===== config.mk =====
export PLATFORM = sky130hd
export DESIGN_NAME = multi_joint_pid_torque
export DESIGN_NICKNAME = d
export VERILOG_FILES = /design/src/rtl/core/mjpt_pkg.sv /design/src/rtl/core/mjpt_serial_mac.sv /design/src/rtl/core/mjpt_integ_store.sv /design/src/rtl/core/multi_joint_pid_torque.sv
export SDC_FILE = /design/constraint.sdc
export NUM_CORES = 2
export LEC_CHECK = 0
export ABC_AREA = 0
export BUFFER_PORTS_ARGS = -buffer_cell sky130_fd_sc_hd__buf_2
export CORE_ASPECT_RATIO = 1.25
export CORE_MARGIN = 4
export CORE_UTILIZATION = 40
export DETAILED_ROUTE_END_ITERATION = 10
export GPL_TIMING_DRIVEN = 0
export SLEW_MARGIN = 40
export SYNTH_ARGS = -nofsm -noshare
export SYNTH_HDL_FRONTEND = slang
export SYNTH_SLANG_ARGS = --single-unit

===== constraint.sdc =====
create_clock -name clk -period 6.65 [get_ports clk]
set_input_delay 0.665 -clock clk [delete_from_list [all_inputs] [get_ports clk]]
set_output_delay 0.665 -clock clk [all_outputs]
set_load 0.05 [all_outputs]

===== src/rtl/core/mjpt_pkg.sv =====
`timescale 1ns / 1ps
// ----------------------------------------------------------------------------
// mjpt_pkg
// Widths, register codes, reset values and shared types of the multi-joint
// PID torque controller.
// ----------------------------------------------------------------------------
package mjpt_pkg;

	// Joint store depth and index width.
	localparam int unsigned JOINTS_DEFAULT = 8;
	localparam int unsigned JOINT_W        = 3;
	localparam int unsigned JOINT_CODES    = 2 ** JOINT_W;

	// Stream and configuration port widths.
	localparam int unsigned FIELD_W     = 16;
	localparam int unsigned S_TDATA_W   = 6 * FIELD_W;
	localparam int unsigned S_TUSER_W   = JOINT_W;
	localparam int unsigned M_TDATA_W   = 16;
	localparam int unsigned M_TUSER_W   = JOINT_W + 1;
	localparam int unsigned CLAMP_BIT   = JOINT_W;
	localparam int unsigned CFG_INDEX_W = 1;
	localparam int unsigned CFG_DATA_W  = 16;

	// Register indices.
	localparam logic [CFG_INDEX_W-1:0] REG_STEP_TIME    = 1'b0;
	localparam logic [CFG_INDEX_W-1:0] REG_TORQUE_LIMIT = 1'b1;

	// Register widths and reset values.
	localparam int unsigned STEP_TIME_W = 16;
	localparam int unsigned LIMIT_W     = 15;
	localparam logic [STEP_TIME_W-1:0] STEP_TIME_RESET    = 16'd655;
	localparam logic [LIMIT_W-1:0]     TORQUE_LIMIT_RESET = 15'd12800;

	// Arithmetic widths.
	localparam int unsigned ERR_W        = FIELD_W + 1;
	localparam int unsigned INTEG_W      = 32;
	localparam int unsigned MPLIER_W     = 16;
	localparam int unsigned DIGIT_W      = 8;
	localparam int unsigned DIGITS       = MPLIER_W / DIGIT_W;
	localparam int unsigned DIGIT_CNT_W  = $clog2(DIGITS + 1);
	localparam int unsigned ACC_W        = 49;
	localparam int unsigned INC_SHIFT    = 12;
	localparam int unsigned INC_W        = ERR_W + MPLIER_W - INC_SHIFT;
	localparam int unsigned GAIN_SHIFT   = 4;
	localparam int unsigned TORQUE_SHIFT = 16;
	localparam int unsigned TQ_W         = ACC_W - TORQUE_SHIFT;

	// Saturation bounds of the integral.
	localparam logic signed [INTEG_W-1:0] INTEG_MAX = {1'b0, {(INTEG_W-1){1'b1}}};
	localparam logic signed [INTEG_W-1:0] INTEG_MIN = {1'b1, {(INTEG_W-1){1'b0}}};

	// Commands to the serial multiply-accumulate unit.
	typedef struct packed {
		logic start;
		logic clear;
	} mjpt_mac_ctrl_t;

	// Address width of a store of n joints.
	function automatic int unsigned slot_w(int unsigned n);
		return (n > 1) ? $clog2(n) : 1;
	endfunction

endpackage


===== src/rtl/core/mjpt_serial_mac.sv =====
`timescale 1ns / 1ps
// ----------------------------------------------------------------------------
// mjpt_serial_mac
// Digit-serial multiply-accumulate: a signed multiplicand times an unsigned
// multiplier taken one digit per cycle, least significant digit first.
// ----------------------------------------------------------------------------
module mjpt_serial_mac (
	input  logic                                 clk,
	input  logic                                 arst_n,
	input  mjpt_pkg::mjpt_mac_ctrl_t             ctrl,
	input  logic signed [mjpt_pkg::ACC_W-1:0]    mcand,
	input  logic        [mjpt_pkg::MPLIER_W-1:0] mplier,
	output logic                                 busy,
	output logic signed [mjpt_pkg::ACC_W-1:0]    acc
);
	import mjpt_pkg::*;

	localparam int unsigned PROD_W = ACC_W + DIGIT_W + 1;

	logic        [DIGIT_CNT_W-1:0] cnt_q;
	logic signed [ACC_W-1:0]       mcand_q;
	logic signed [ACC_W-1:0]       acc_q;
	logic        [MPLIER_W-1:0]    mplier_q;
	logic signed [DIGIT_W:0]       digit_s;
	logic signed [PROD_W-1:0]      prod;

	// Partial product of the current digit.
	assign digit_s = {1'b0, mplier_q[DIGIT_W-1:0]};
	assign prod    = mcand_q * digit_s;

	assign busy = (cnt_q != '0);
	assign acc  = acc_q;

	// Digit counter.
	always_ff @(posedge clk or negedge arst_n) begin
		if (!arst_n) begin
			cnt_q <= '0;
		end else if (ctrl.start) begin
			cnt_q <= DIGIT_CNT_W'(DIGITS);
		end else if (busy) begin
			cnt_q <= cnt_q - DIGIT_CNT_W'(1);
		end
	end

	// Operand shift registers and accumulator.
	always_ff @(posedge clk) begin
		if (ctrl.start) begin
			mcand_q  <= mcand;
			mplier_q <= mplier;
			if (ctrl.clear) begin
				acc_q <= '0;
			end
		end else if (busy) begin
			acc_q    <= acc_q + $signed(prod[ACC_W-1:0]);
			mcand_q  <= mcand_q <<< DIGIT_W;
			mplier_q <= mplier_q >> DIGIT_W;
		end
	end

endmodule


===== src/rtl/core/mjpt_integ_store.sv =====
`timescale 1ns / 1ps
// ----------------------------------------------------------------------------
// mjpt_integ_store
// Per-joint integral memory with a registered read port and one valid bit
// per entry, so that an entry never written since reset reads as zero.
// ----------------------------------------------------------------------------
module mjpt_integ_store #(
	parameter int unsigned JOINTS = mjpt_pkg::JOINTS_DEFAULT
) (
	input  logic                                          clk,
	input  logic                                          arst_n,
	input  logic                                          rd_en,
	input  logic        [mjpt_pkg::slot_w(JOINTS)-1:0]    rd_addr,
	output logic signed [mjpt_pkg::INTEG_W-1:0]           rd_data,
	input  logic                                          wr_en,
	input  logic        [mjpt_pkg::slot_w(JOINTS)-1:0]    wr_addr,
	input  logic signed [mjpt_pkg::INTEG_W-1:0]           wr_data
);
	import mjpt_pkg::*;

	logic signed [INTEG_W-1:0] mem [JOINTS];
	logic        [JOINTS-1:0]  valid_q;
	logic signed [INTEG_W-1:0] rd_data_q;

	assign rd_data = rd_data_q;

	// Memory write and registered read.
	always_ff @(posedge clk) begin
		if (wr_en) begin
			mem[wr_addr] <= wr_data;
		end
		if (rd_en) begin
			rd_data_q <= valid_q[rd_addr] ? mem[rd_addr] : '0;
		end
	end

	// Entries become valid once written.
	always_ff @(posedge clk or negedge arst_n) begin
		if (!arst_n) begin
			valid_q <= '0;
		end else if (wr_en) begin
			valid_q[wr_addr] <= 1'b1;
		end
	end

endmodule


===== src/rtl/core/multi_joint_pid_torque.sv =====
`timescale 1ns / 1ps
// ----------------------------------------------------------------------------
// multi_joint_pid_torque
// Per-joint PID torque controller in fixed point, built around one shared
// digit-serial multiply-accumulate unit.
//
//   channel   signals                          word
//   s_axis    tvalid tready tdata[95:0] tuser  one joint sample with gains
//   m_axis    tvalid tready tdata[15:0] tuser  clamped torque, joint, flag
//   cfg       valid ready index data           one register write
//
// Each item runs four products on the shared unit, each of two 8-bit
// multiplier digits and each launched by the sequencer before its digits,
// then loads the output register; the next word is accepted after that.
// Reset clears the integral store at once through per-entry valid bits.
// A stalled output holds the finished item in the last state; the next
// word can be taken while an earlier result waits in the output register.
// ----------------------------------------------------------------------------
module multi_joint_pid_torque #(
	parameter int unsigned JOINTS = mjpt_pkg::JOINTS_DEFAULT
) (
	input  logic                                clk,
	input  logic                                arst_n,
	// target, position, velocity, kp_gain, ki_gain, kd_gain (lowest first)
	input  logic                                s_axis_tvalid,
	output logic                                s_axis_tready,
	input  logic [mjpt_pkg::S_TDATA_W-1:0]      s_axis_tdata,
	// joint
	input  logic [mjpt_pkg::S_TUSER_W-1:0]      s_axis_tuser,
	output logic                                m_axis_tvalid,
	input  logic                                m_axis_tready,
	// torque
	output logic [mjpt_pkg::M_TDATA_W-1:0]      m_axis_tdata,
	// joint_out, clamped (lowest first)
	output logic [mjpt_pkg::M_TUSER_W-1:0]      m_axis_tuser,
	input  logic                                cfg_valid,
	output logic                                cfg_ready,
	input  logic [mjpt_pkg::CFG_INDEX_W-1:0]    cfg_index,
	input  logic [mjpt_pkg::CFG_DATA_W-1:0]     cfg_data
);
	import mjpt_pkg::*;

	localparam int unsigned SLOT_W = slot_w(JOINTS);

	// Sequencer states.
	localparam logic [2:0] ST_IDLE  = 3'd0;
	localparam logic [2:0] ST_INTEG = 3'd1;
	localparam logic [2:0] ST_PROP  = 3'd2;
	localparam logic [2:0] ST_DERIV = 3'd3;
	localparam logic [2:0] ST_ITERM = 3'd4;

	logic [2:0]                state_q;
	logic [2:0]                state_d;
	logic [STEP_TIME_W-1:0]    step_time_q;
	logic [LIMIT_W-1:0]        torque_limit_q;

	logic [JOINT_W-1:0]        joint_q;
	logic [SLOT_W-1:0]         slot_q;
	logic signed [ERR_W-1:0]   err_q;
	logic signed [ERR_W-1:0]   nvel_q;
	logic [FIELD_W-1:0]        kp_q;
	logic [FIELD_W-1:0]        ki_q;
	logic [FIELD_W-1:0]        kd_q;
	logic signed [INTEG_W-1:0] integ_q;

	logic                      m_valid_q;
	logic [M_TDATA_W-1:0]      m_torque_q;
	logic [JOINT_W-1:0]        m_joint_q;
	logic                      m_clamped_q;

	logic signed [FIELD_W-1:0] in_target;
	logic signed [FIELD_W-1:0] in_position;
	logic signed [FIELD_W-1:0] in_velocity;
	logic signed [ERR_W-1:0]   in_err;
	logic signed [ERR_W-1:0]   in_nvel;
	logic                      s_accept;
	logic                      out_free;
	logic                      out_load;
	logic                      integ_wr;

	logic [SLOT_W-1:0]         slot_lut [JOINT_CODES];

	mjpt_mac_ctrl_t            mac_ctrl;
	logic signed [ACC_W-1:0]   mac_mcand;
	logic [MPLIER_W-1:0]       mac_mplier;
	logic                      mac_busy;
	logic signed [ACC_W-1:0]   mac_acc;

	logic signed [INTEG_W-1:0] old_integ;
	logic signed [INC_W-1:0]   integ_inc;
	logic signed [INTEG_W+1:0] integ_sum;
	logic signed [INTEG_W-1:0] integ_new;

	logic signed [TQ_W-1:0]    tq_raw;
	logic signed [TQ_W-1:0]    lim_pos;
	logic signed [TQ_W-1:0]    lim_neg;
	logic [M_TDATA_W-1:0]      tq_out;
	logic                      tq_clip;

	// Input word fields.
	assign in_target   = s_axis_tdata[0*FIELD_W +: FIELD_W];
	assign in_position = s_axis_tdata[1*FIELD_W +: FIELD_W];
	assign in_velocity = s_axis_tdata[2*FIELD_W +: FIELD_W];
	assign in_err      = {in_target[FIELD_W-1], in_target}
		- {in_position[FIELD_W-1], in_position};
	assign in_nvel     = -{in_velocity[FIELD_W-1], in_velocity};

	// Joint code to store slot, folded modulo the store depth.
	for (genvar g = 0; g < JOINT_CODES; g++) begin : g_slot
		assign slot_lut[g] = SLOT_W'(g % JOINTS);
	end

	// Handshakes.
	assign s_axis_tready = (state_q == ST_IDLE);
	assign s_accept      = s_axis_tvalid && s_axis_tready;
	assign out_free      = !m_valid_q || m_axis_tready;
	assign cfg_ready     = 1'b1;

	// Integral update: add (error * dt) >> 12 and saturate to 32 bits.
	assign integ_inc = mac_acc[ERR_W+MPLIER_W-1:INC_SHIFT];
	assign integ_sum = {{2{old_integ[INTEG_W-1]}}, old_integ}
		+ {{(INTEG_W+2-INC_W){integ_inc[INC_W-1]}}, integ_inc};

	always_comb begin
		if ((integ_sum[INTEG_W+1:INTEG_W-1] == '0) || (integ_sum[INTEG_W+1:INTEG_W-1] == '1)) begin
			integ_new = integ_sum[INTEG_W-1:0];
		end else if (integ_sum[INTEG_W+1]) begin
			integ_new = INTEG_MIN;
		end else begin
			integ_new = INTEG_MAX;
		end
	end

	// Torque: Q.24 sum floored to Q8.8, then clamped to the limit.
	assign tq_raw  = mac_acc[ACC_W-1:TORQUE_SHIFT];
	assign lim_pos = {{(TQ_W-LIMIT_W){1'b0}}, torque_limit_q};
	assign lim_neg = -lim_pos;

	always_comb begin
		if (tq_raw > lim_pos) begin
			tq_out  = lim_pos[M_TDATA_W-1:0];
			tq_clip = 1'b1;
		end else if (tq_raw < lim_neg) begin
			tq_out  = lim_neg[M_TDATA_W-1:0];
			tq_clip = 1'b1;
		end else begin
			tq_out  = tq_raw[M_TDATA_W-1:0];
			tq_clip = 1'b0;
		end
	end

	// Sequencer: launches each product on the shared unit in turn.
	always_comb begin
		state_d    = state_q;
		mac_ctrl   = '0;
		mac_mcand  = '0;
		mac_mplier = '0;
		integ_wr   = 1'b0;
		out_load   = 1'b0;
		unique case (state_q)
			ST_IDLE: begin
				if (s_accept) begin
					mac_ctrl.start = 1'b1;
					mac_ctrl.clear = 1'b1;
					mac_mcand  = {{(ACC_W-ERR_W){in_err[ERR_W-1]}}, in_err};
					mac_mplier = step_time_q;
					state_d    = ST_INTEG;
				end
			end
			ST_INTEG: begin
				if (!mac_busy) begin
					integ_wr       = 1'b1;
					mac_ctrl.start = 1'b1;
					mac_ctrl.clear = 1'b1;
					mac_mcand  = {{(ACC_W-ERR_W-GAIN_SHIFT){err_q[ERR_W-1]}}, err_q,
						{GAIN_SHIFT{1'b0}}};
					mac_mplier = kp_q;
					state_d    = ST_PROP;
				end
			end
			ST_PROP: begin
				if (!mac_busy) begin
					mac_ctrl.start = 1'b1;
					mac_mcand  = {{(ACC_W-ERR_W-GAIN_SHIFT){nvel_q[ERR_W-1]}}, nvel_q,
						{GAIN_SHIFT{1'b0}}};
					mac_mplier = kd_q;
					state_d    = ST_DERIV;
				end
			end
			ST_DERIV: begin
				if (!mac_busy) begin
					mac_ctrl.start = 1'b1;
					mac_mcand  = {{(ACC_W-INTEG_W){integ_q[INTEG_W-1]}}, integ_q};
					mac_mplier = ki_q;
					state_d    = ST_ITERM;
				end
			end
			ST_ITERM: begin
				if (!mac_busy && out_free) begin
					out_load = 1'b1;
					state_d  = ST_IDLE;
				end
			end
			default: begin
				state_d = ST_IDLE;
			end
		endcase
	end

	// Control state and configuration registers.
	always_ff @(posedge clk or negedge arst_n) begin
		if (!arst_n) begin
			state_q        <= ST_IDLE;
			m_valid_q      <= 1'b0;
			step_time_q    <= STEP_TIME_RESET;
			torque_limit_q <= TORQUE_LIMIT_RESET;
		end else begin
			state_q <= state_d;
			if (out_load) begin
				m_valid_q <= 1'b1;
			end else if (m_axis_tready) begin
				m_valid_q <= 1'b0;
			end
			if (cfg_valid && cfg_ready) begin
				unique case (cfg_index)
					REG_STEP_TIME: begin
						step_time_q <= cfg_data;
					end
					REG_TORQUE_LIMIT: begin
						torque_limit_q <= cfg_data[LIMIT_W-1:0];
					end
				endcase
			end
		end
	end

	// Captured word, working integral and output payload.
	always_ff @(posedge clk) begin
		if (s_accept) begin
			joint_q <= s_axis_tuser;
			slot_q  <= slot_lut[s_axis_tuser];
			err_q   <= in_err;
			nvel_q  <= in_nvel;
			kp_q    <= s_axis_tdata[3*FIELD_W +: FIELD_W];
			ki_q    <= s_axis_tdata[4*FIELD_W +: FIELD_W];
			kd_q    <= s_axis_tdata[5*FIELD_W +: FIELD_W];
		end
		if (integ_wr) begin
			integ_q <= integ_new;
		end
		if (out_load) begin
			m_torque_q  <= tq_out;
			m_joint_q   <= joint_q;
			m_clamped_q <= tq_clip;
		end
	end

	assign m_axis_tvalid = m_valid_q;
	assign m_axis_tdata  = m_torque_q;
	assign m_axis_tuser  = {m_clamped_q, m_joint_q};

	mjpt_serial_mac u_mac (
		.clk    (clk),
		.arst_n (arst_n),
		.ctrl   (mac_ctrl),
		.mcand  (mac_mcand),
		.mplier (mac_mplier),
		.busy   (mac_busy),
		.acc    (mac_acc)
	);

	mjpt_integ_store #(
		.JOINTS (JOINTS)
	) u_store (
		.clk     (clk),
		.arst_n  (arst_n),
		.rd_en   (s_accept),
		.rd_addr (slot_lut[s_axis_tuser]),
		.rd_data (old_integ),
		.wr_en   (integ_wr),
		.wr_addr (slot_q),
		.wr_data (integ_new)
	);

endmodule


# --- Word level (Yosys, flattened, before mapping) ---
# Memories as Yosys holds them, arrays and structs flattened. A register that Yosys moved wholly into a read port is not among the register bits.
# Index checks and enable logic that the tools add are counted.
op_classes:
  n_eq_ne: 11
  bitwise: 3
  multipliers: 1
  n_mux: 48
  n_lt_le_gt_ge: 6
  n_reduce_logical: 18
  addsub: 6
op_table:
  columns: ["cell", "count"]
  rows:
  - ["two-way mux 49 bit", 9]
  - ["one-hot mux 49 bit (4 select lines)", 1]
  - ["two-way mux 16 bit", 7]
  - ["two-way mux 32 bit", 2]
  - ["one-hot mux 16 bit (4 select lines)", 1]
  - ["adder 49 bit", 1]
  - ["multiplier 49 x 9 -> 49 bit", 1]
  - ["adder 32 x 21 -> 33 bit", 1]
  - ["greater-than comparator 33 x 16 -> 1 bit", 1]
  - ["< comparator 33 bit", 1]
  - ["negator 15 -> 33 bit", 1]
  - ["two-way mux 3 bit", 7]
  - ["negator 17 bit", 1]
  - ["subtractor 16 x 16 -> 17 bit", 1]
  - ["two-way mux 15 bit", 1]
  - ["one-hot mux 3 bit (5 select lines)", 1]
  - ["two-way mux 1 bit", 11]
  - ["!= test 2 bit, second input constant", 5]
  - ["< comparator 3 x 4 -> 1 bit, second input constant", 2]
  - ["two-way mux 2 bit", 4]
  - ["bitwise OR 8 bit", 1]
  - ["== test 3 x 2 -> 1 bit, second input constant", 2]
  - ["== test 3 bit, second input constant", 2]
  - ["zero test 3 bit", 2]
  - ["other kinds (18)", 27]
totals:
  out_inout_bits: 23
  ram_bits: 256
  register_bits: 299
  mem_bits_ro: 24
  n_memories: 2
  word_cells: 116
  inputBits: 121
mem_list:
  columns: ["memory", "words", "word_bits", "read_ports", "rd_ports_with_merged_regs", "wr", "line_no", "rtl"]
  rows:
  - ["u_store.mem", 8, 32, 1, 1, 1, "mjpt_integ_store.sv:21", "logic signed [INTEG_W-1:0] mem [JOINTS];"]
  - ["(no name shown)", 8, 3, 1, 0, 0, "multi_joint_pid_torque.sv:278", ".rd_addr (slot_lut[s_axis_tuser]),"]

# --- Longest topological paths before layout ---
logic_depth:
  word_depth: 7
  mapped_depth: 24
  mapped_depth_nobuf: 22

# --- Hierarchy ---
# Synthesis repeated with hierarchy kept, for this count alone.
hier_totals:
  hier_cells: 3271
  area_unflattened_um2: 39746.9
modules_own_cells:
  columns: ["mod", "area_each_um2", "cells_per_inst", "n_inst", "seq_area_each_um2"]
  rows:
  - ["mjpt_serial_mac", 17266.6, 1729, 1, 3473.3]
  - ["multi_joint_pid_torque", 11339.6, 1073, 1, 5001.0]
  - ["mjpt_integ_store", 11140.7, 469, 1, 8848.5]

# --- Worst setup path after synthesis ---
# Ideal clock, no wire load.
synth_path:
  path_type: "flip-flop to flip-flop"
  startpoint: "register state_q[1]"
  endpoint: "register u_mac.mplier_q[11] (data pin)"
  arrival_time_ns: 6.089
  t_required_ns: 6.498
  path_stages_with_launch: 8
  slack_ns: 0.408
  path_buffers: 2
  setup_ns: 0.152
  period_less_slack_ns: 6.242
  cell_sequence: "dfrtp_1 -> clkbuf_1 -> nor3_1 -> nand2_1 -> inv_1 -> clkbuf_1 -> a22oi_1 -> nand2_1"
synth_between:
  elab_chain_cells: 5
  elab_cells_between_ends: 11
  cone_classes: "eq/ne: 3; mux: 5; reduce/logical: 3"
synth_lines:
  columns: ["element", "line_no", "rtl"]
  rows:
  - ["start, declared", "multi_joint_pid_torque.sv:52", "logic [2:0] state_q;"]
  - ["start signal, assigned", "multi_joint_pid_torque.sv:218", "state_q <= state_d;"]
  - ["zero test 3 bit *", "multi_joint_pid_torque.sv:114", "assign s_axis_tready = (state_q == ST_IDLE);"]
  - ["via s_axis_tready", "multi_joint_pid_torque.sv:26", "output logic s_axis_tready,"]
  - ["logical AND 1 bit *", "multi_joint_pid_torque.sv:115", "assign s_accept = s_axis_tvalid && s_axis_tready;"]
  - ["via s_accept", "multi_joint_pid_torque.sv:76", "logic s_accept;"]
  - ["two-way mux 16 bit / two-way mux 2 bit (equally long branches)", "multi_joint_pid_torque.sv:162", "if (s_accept) begin"]
  - ["one-hot mux 16 bit (4 select lines) / one-hot mux 1 bit (3 select lines) (equally long branches)", "multi_joint_pid_torque.sv:160", "unique case (state_q)"]
  - ["two-way mux 16 bit *", "mjpt_serial_mac.sv:47", "if (ctrl.start) begin"]
  - ["end signal, assigned", "mjpt_serial_mac.sv:49", "mplier_q <= mplier;"]
  - ["end signal, assigned", "mjpt_serial_mac.sv:56", "mplier_q <= mplier_q >> DIGIT_W;"]
  - ["end, declared", "mjpt_serial_mac.sv:23", "logic [MPLIER_W-1:0] mplier_q;"]
# The timed path passes the listed nets; every way through them passes the cells marked *.
# A chain may end at the register's enable or synchronous reset.

# --- Worst setup path after layout ---
layout_path:
  startpoint: "register u_mac.mplier_q[3]"
  endpoint: "register u_mac.acc_q[28], in the netlist u_mac.acc[28] (data pin)"
layout_between:
  elab_chain_cells: 4
layout_lines:
  columns: ["element", "line_no", "rtl"]
  rows:
  - ["multiplier 49 x 9 -> 49 bit", "mjpt_serial_mac.sv:29", "assign prod = mcand_q * digit_s;"]
  - ["adder 49 bit", "mjpt_serial_mac.sv:54", "acc_q <= acc_q + $signed(prod[ACC_W-1:0]);"]
  - ["two-way mux 49 bit", "mjpt_serial_mac.sv:53", "end else if (busy) begin"]
  - ["two-way mux 49 bit", "mjpt_serial_mac.sv:47", null]
  - ["end signal, assigned", "mjpt_serial_mac.sv:54", null]
  - ["end, declared", "mjpt_serial_mac.sv:22", "logic signed [ACC_W-1:0] acc_q;"]
# Every way passes these cells. The select of a mux whose other input is x is not followed.

==> metrics.log <==
INFO  metric post_synth_num_cell_types = 75
INFO  metric routabilityCongestion = 0.929
INFO  metric hp-class = in -> async
INFO  metric layout.filler_cells = 8943
INFO  metric clk_pin_slew_worst_paths = 0.06 ns
INFO  metric floorplan.die_area = 102000 um2
INFO  metric yosys_most_used_dff = edfxtp_1
INFO  metric dpl-instance-area = 41700 um2
INFO  metric clock_tree.root_cell = clkbuf_16
INFO  metric finalClockSkew = 0.0440 ns
INFO  metric timing.max_cap.violations = 0
INFO  metric grt_pass1_wl = 161 mm
INFO  metric timing_hold_violations_final = 0
INFO  metric endpoint = u_mac.acc[28]$_SDFFCE_PP0P_
INFO  metric numCtsBuffers = 58
INFO  metric dp_worst_setup_slack = -1.35 ns
INFO  metric syn2layout_area_growth = 13.1%
INFO  metric antenna_violating_nets_post_route = 0
INFO  metric synthesis.instances = 3243
INFO  metric detail_route.wirelength = 106 mm
INFO  metric synth_most_common_cell = edfxtp_1
INFO  metric io-pin-count = 144
INFO  metric worst_path_most_repeated_cell = fa_1
INFO  metric maxSlewHeadroom = 38.0%
INFO  metric path_max_fanout = 10
INFO  metric syn_area = 38700 um2
INFO  metric synthesis.nets = 3871
INFO  metric post_synth_most_frequent_cells = 539 x edfxtp_1, 394 x inv_1, 330 x nand2_1
INFO  metric num_vias = 25.5k
INFO  metric routed_length_per_instance = 22.0 um
INFO  metric worstSetupPathType = reg -> reg
INFO  metric vias_in_the_first_global_route = 26.6k
INFO  metric drt-initial-drc-count = 1979
INFO  metric setup.worst_path.end_class = flop
INFO  metric place.port_buffers = 142
INFO  metric post-dp-hpwl = 82.8 mm
INFO  metric yosys_warnings = 0
INFO  metric placed_cells = 4726
INFO  metric finalSetupViolCount = 0
INFO  metric slowest_stage = fa_1
INFO  metric timing.critical_path.arrival = 6.85 ns
INFO  metric synthesis.area_per_instance = 11.9 um2
INFO  metric top_layer = met4
INFO  metric worstSetupStartpoint = u_mac.mplier_q[3]$_DFFE_PP_
INFO  metric synth-seq-cells = 584
INFO  metric drt-vias-per-instance = 5.28
INFO  metric synth-async-reset-ratio = 7.71%
INFO  metric synth_area_leader_cell = edfxtp_1
INFO  metric grt_use_total = 20.8%
INFO  metric globalRoute.totalOverflow = 0
INFO  metric initial_standard_cell_utilization_of_the_core = 40.3%
INFO  metric synth_edf_count = 539
INFO  metric synth.area.top_cells = edfxtp_1 42%, fa_1 16%, ha_1 6.6%
INFO  metric cts.sinks = 584
INFO  metric final.setup.worst_slack = 0.174 ns
INFO  metric seq_area_frac_synth = 44.7%
INFO  metric worstPathCellList = clkbuf_4 -> nand2_1 -> fa_1 -> inv_1 -> fa_1 -> fa_1 -> fa_1 -> inv_1 -> fa_1 -> inv_1 -> ha_1 -> a21oi_1 -> o21a_1 -> o21ai_0 -> a221oi_1 -> o21ai_0 -> a31oi_1 -> nor2_1 -> a211oi_1 -> xor2_1 -> nor2_1
INFO  metric detail_route.wirelength.met1 = 40.9 mm
INFO  metric synth_top_area_share = 41.8%
INFO  metric result_of_the_run = complete, no violations
INFO  metric critPathMaxStageDelay = 0.55 ns
INFO  metric layoutNonFillerInstCount = 4838
INFO  metric finalCoreUtilization = 45.6%
INFO  metric fin_crit_sh = 97.4%
INFO  metric cts_max_path_buffers = 3
INFO  metric finish.instance_area = 43800 um2
INFO  metric period_minus_slack = 6.48 ns
INFO  metric achievable-frequency = 154 MHz
INFO  metric worstPathRequired = 7.03 ns
INFO  metric die_height = 356 um
INFO  metric post_route_cells_drive_above_1_share = 14.6%
INFO  metric r2r_start = u_mac.mplier_q[3]$_DFFE_PP_
INFO  metric clock_tree.htree_level_count = 2
INFO  metric rrSetupSlack = 0.17 ns
INFO  metric timing.critical_path.from_type = flop
INFO  metric tritoncts = done
INFO  metric number_of_antenna_violations_at_the_first_check_in_global_routing = 5
INFO  metric r2r_path_end = u_mac.acc[28]$_SDFFCE_PP0P_
INFO  metric nNetsFinal = 4128
INFO  metric firstDrtPassIters = 5
INFO  metric grt_max_degree = 46
INFO  metric clock_insertion_delay_worst_skew = 0.65 ns
INFO  metric total_count_of_max_transition_violations_in_the_final_report = 0
INFO  metric transition_time_at_the_pin_with_the_least_slew_margin = 0.931 ns
INFO  metric core_area = 96000 um2
INFO  metric routed-wl-met2 = 54.5 mm
INFO  metric wl_met3 = 5.26 mm
INFO  metric floorplan.die.width = 286 um
INFO  metric worstRegToRegCells = 21
INFO  metric row_count = 127
INFO  metric drc = 0
kinds of logic after synthesis:
logic type / synth area share [%]
AND/OR/NAND/NOR: 11.2
flip-flops: 44.7
buffers and inverters: 5.27
adder cells (fa/ha/maj): 22.5
AO/OA/AOI/OAI: 7.66
multiplexers: 5.86
XOR/XNOR: 2.76
other: 0.00969
stage by stage:
| step | hold slack [ns] | setup TNS [ns] |
|---|---|---|
| 6_report | 0.0757 | 0 |
| 3_3_place_gp | 0.446 | -308.02 |
| 2_1_floorplan | 0.369 | 0 |
| 4_1_cts | 0.0633 | 0 |
| 5_1_grt | 0.105 | -0.0115 |
| 3_5_place_dp | 0.449 | -23.73 |
flip-flops by register name, summed over array words and instances (netlist names), 17 cells and up:
| signal | cells |
|---|---|
| err_q | 17 |
| integ_q | 32 |
| nvel_q | 17 |
| u_mac.acc | 49 |
| u_mac.mcand_q | 49 |
| u_store.mem | 256 |
| u_store.rd_data | 32 |
routing by layer:
metal	vias up	track usage, %
met5	-	0
met3	210	2.82
met1	12928	25.0
met2	696	37.3
met4	0	8.98
li1	11700	-
cell usage in the layout, fill, tap and decap left out, types with 11 or more instances in the layout:
cell       Yosys  layout
xor2_1        44      44
a21oi_1      130     122
nand2b_1      21      21
mux2i_1       42      41
a22oi_1       42      42
fa_1         304     304
inv_1        394     394
o21bai_1      11      11
nor3_1        35      30
a221o_1       22      22
o21ai_1       18      16
nor2b_1       23      23
or2_2         15      15
nand4_1       17      17
xnor2_1       78      78
clkbuf_2       1      21
nor2_1       151     147
a21o_1        50      50
nor4_1        23      21
clkbuf_16      0      58
o21a_1        12      12
ha_1         203     202
edfxtp_1     539     539
clkbuf_1     109      79
mux2_2        32      32
buf_4          4      37
nand2_1      330     329
dfrtp_1       36      36
buf_2          2     171
o21ai_0       86      80
and2_1       213     213
mux4_2        66      66
nand3_1       35      35
clkinv_1       1      12
a31oi_1       12      11
worst min path at each step:
stage | startpoint | cells past startpoint | to
6_report | arst_n | 1 | step_time_q[8]$_DFFE_PN0P_
5_1_grt | arst_n | 1 | torque_limit_q[14]$_DFFE_PN0P_
4_1_cts | arst_n | 1 | step_time_q[5]$_DFFE_PN0P_
3_5_place_dp | u_store.valid_q[2]$_DFFE_PN0P_ | 1 | u_store.valid_q[2]$_DFFE_PN0P_
3_3_place_gp | u_store.valid_q[3]$_DFFE_PN0P_ | 1 | u_store.valid_q[3]$_DFFE_PN0P_
2_1_floorplan | arst_n | 0 | m_axis_tvalid$_DFFE_PN0P_
repair_timing:
action	4_1_cts	5_1_grt
gates resized for setup	34	42
cloned	0	1
setup endpoints to repair	35	13
hold buffers	0	0
pin swaps	4	2
setup buffers	10	7
critical path, delay by kind of cell, from the launching register on:
| family | cells | cell delay, ns |
|---|---|---|
| AO/OA/AOI/OAI | 7 | 1.88 |
| XOR/XNOR | 1 | 0.20 |
| adder cells (fa/ha/maj) | 6 | 2.82 |
| buffers and inverters | 4 | 0.48 |
| flip-flops | 1 | 0.54 |
| AND/OR/NAND/NOR | 3 | 0.25 |
cell type report:
class	instances	area (um2)	share of cell area, %
multi-input cells	2127	19600	44.7
repair buffers	211	1390	3.17
flip-flops and latches	584	17300	39.6
well taps	1290	1610	3.69
plain buffers	123	592	1.35
inverters	395	1480	3.39
clock inverters	32	315	0.720
clock buffers	71	1500	3.43
diodes	5	12.5	0.0286
Power is not shown: default switching activity piles up to over one toggle a cycle in this logic, so the estimate is an artifact.
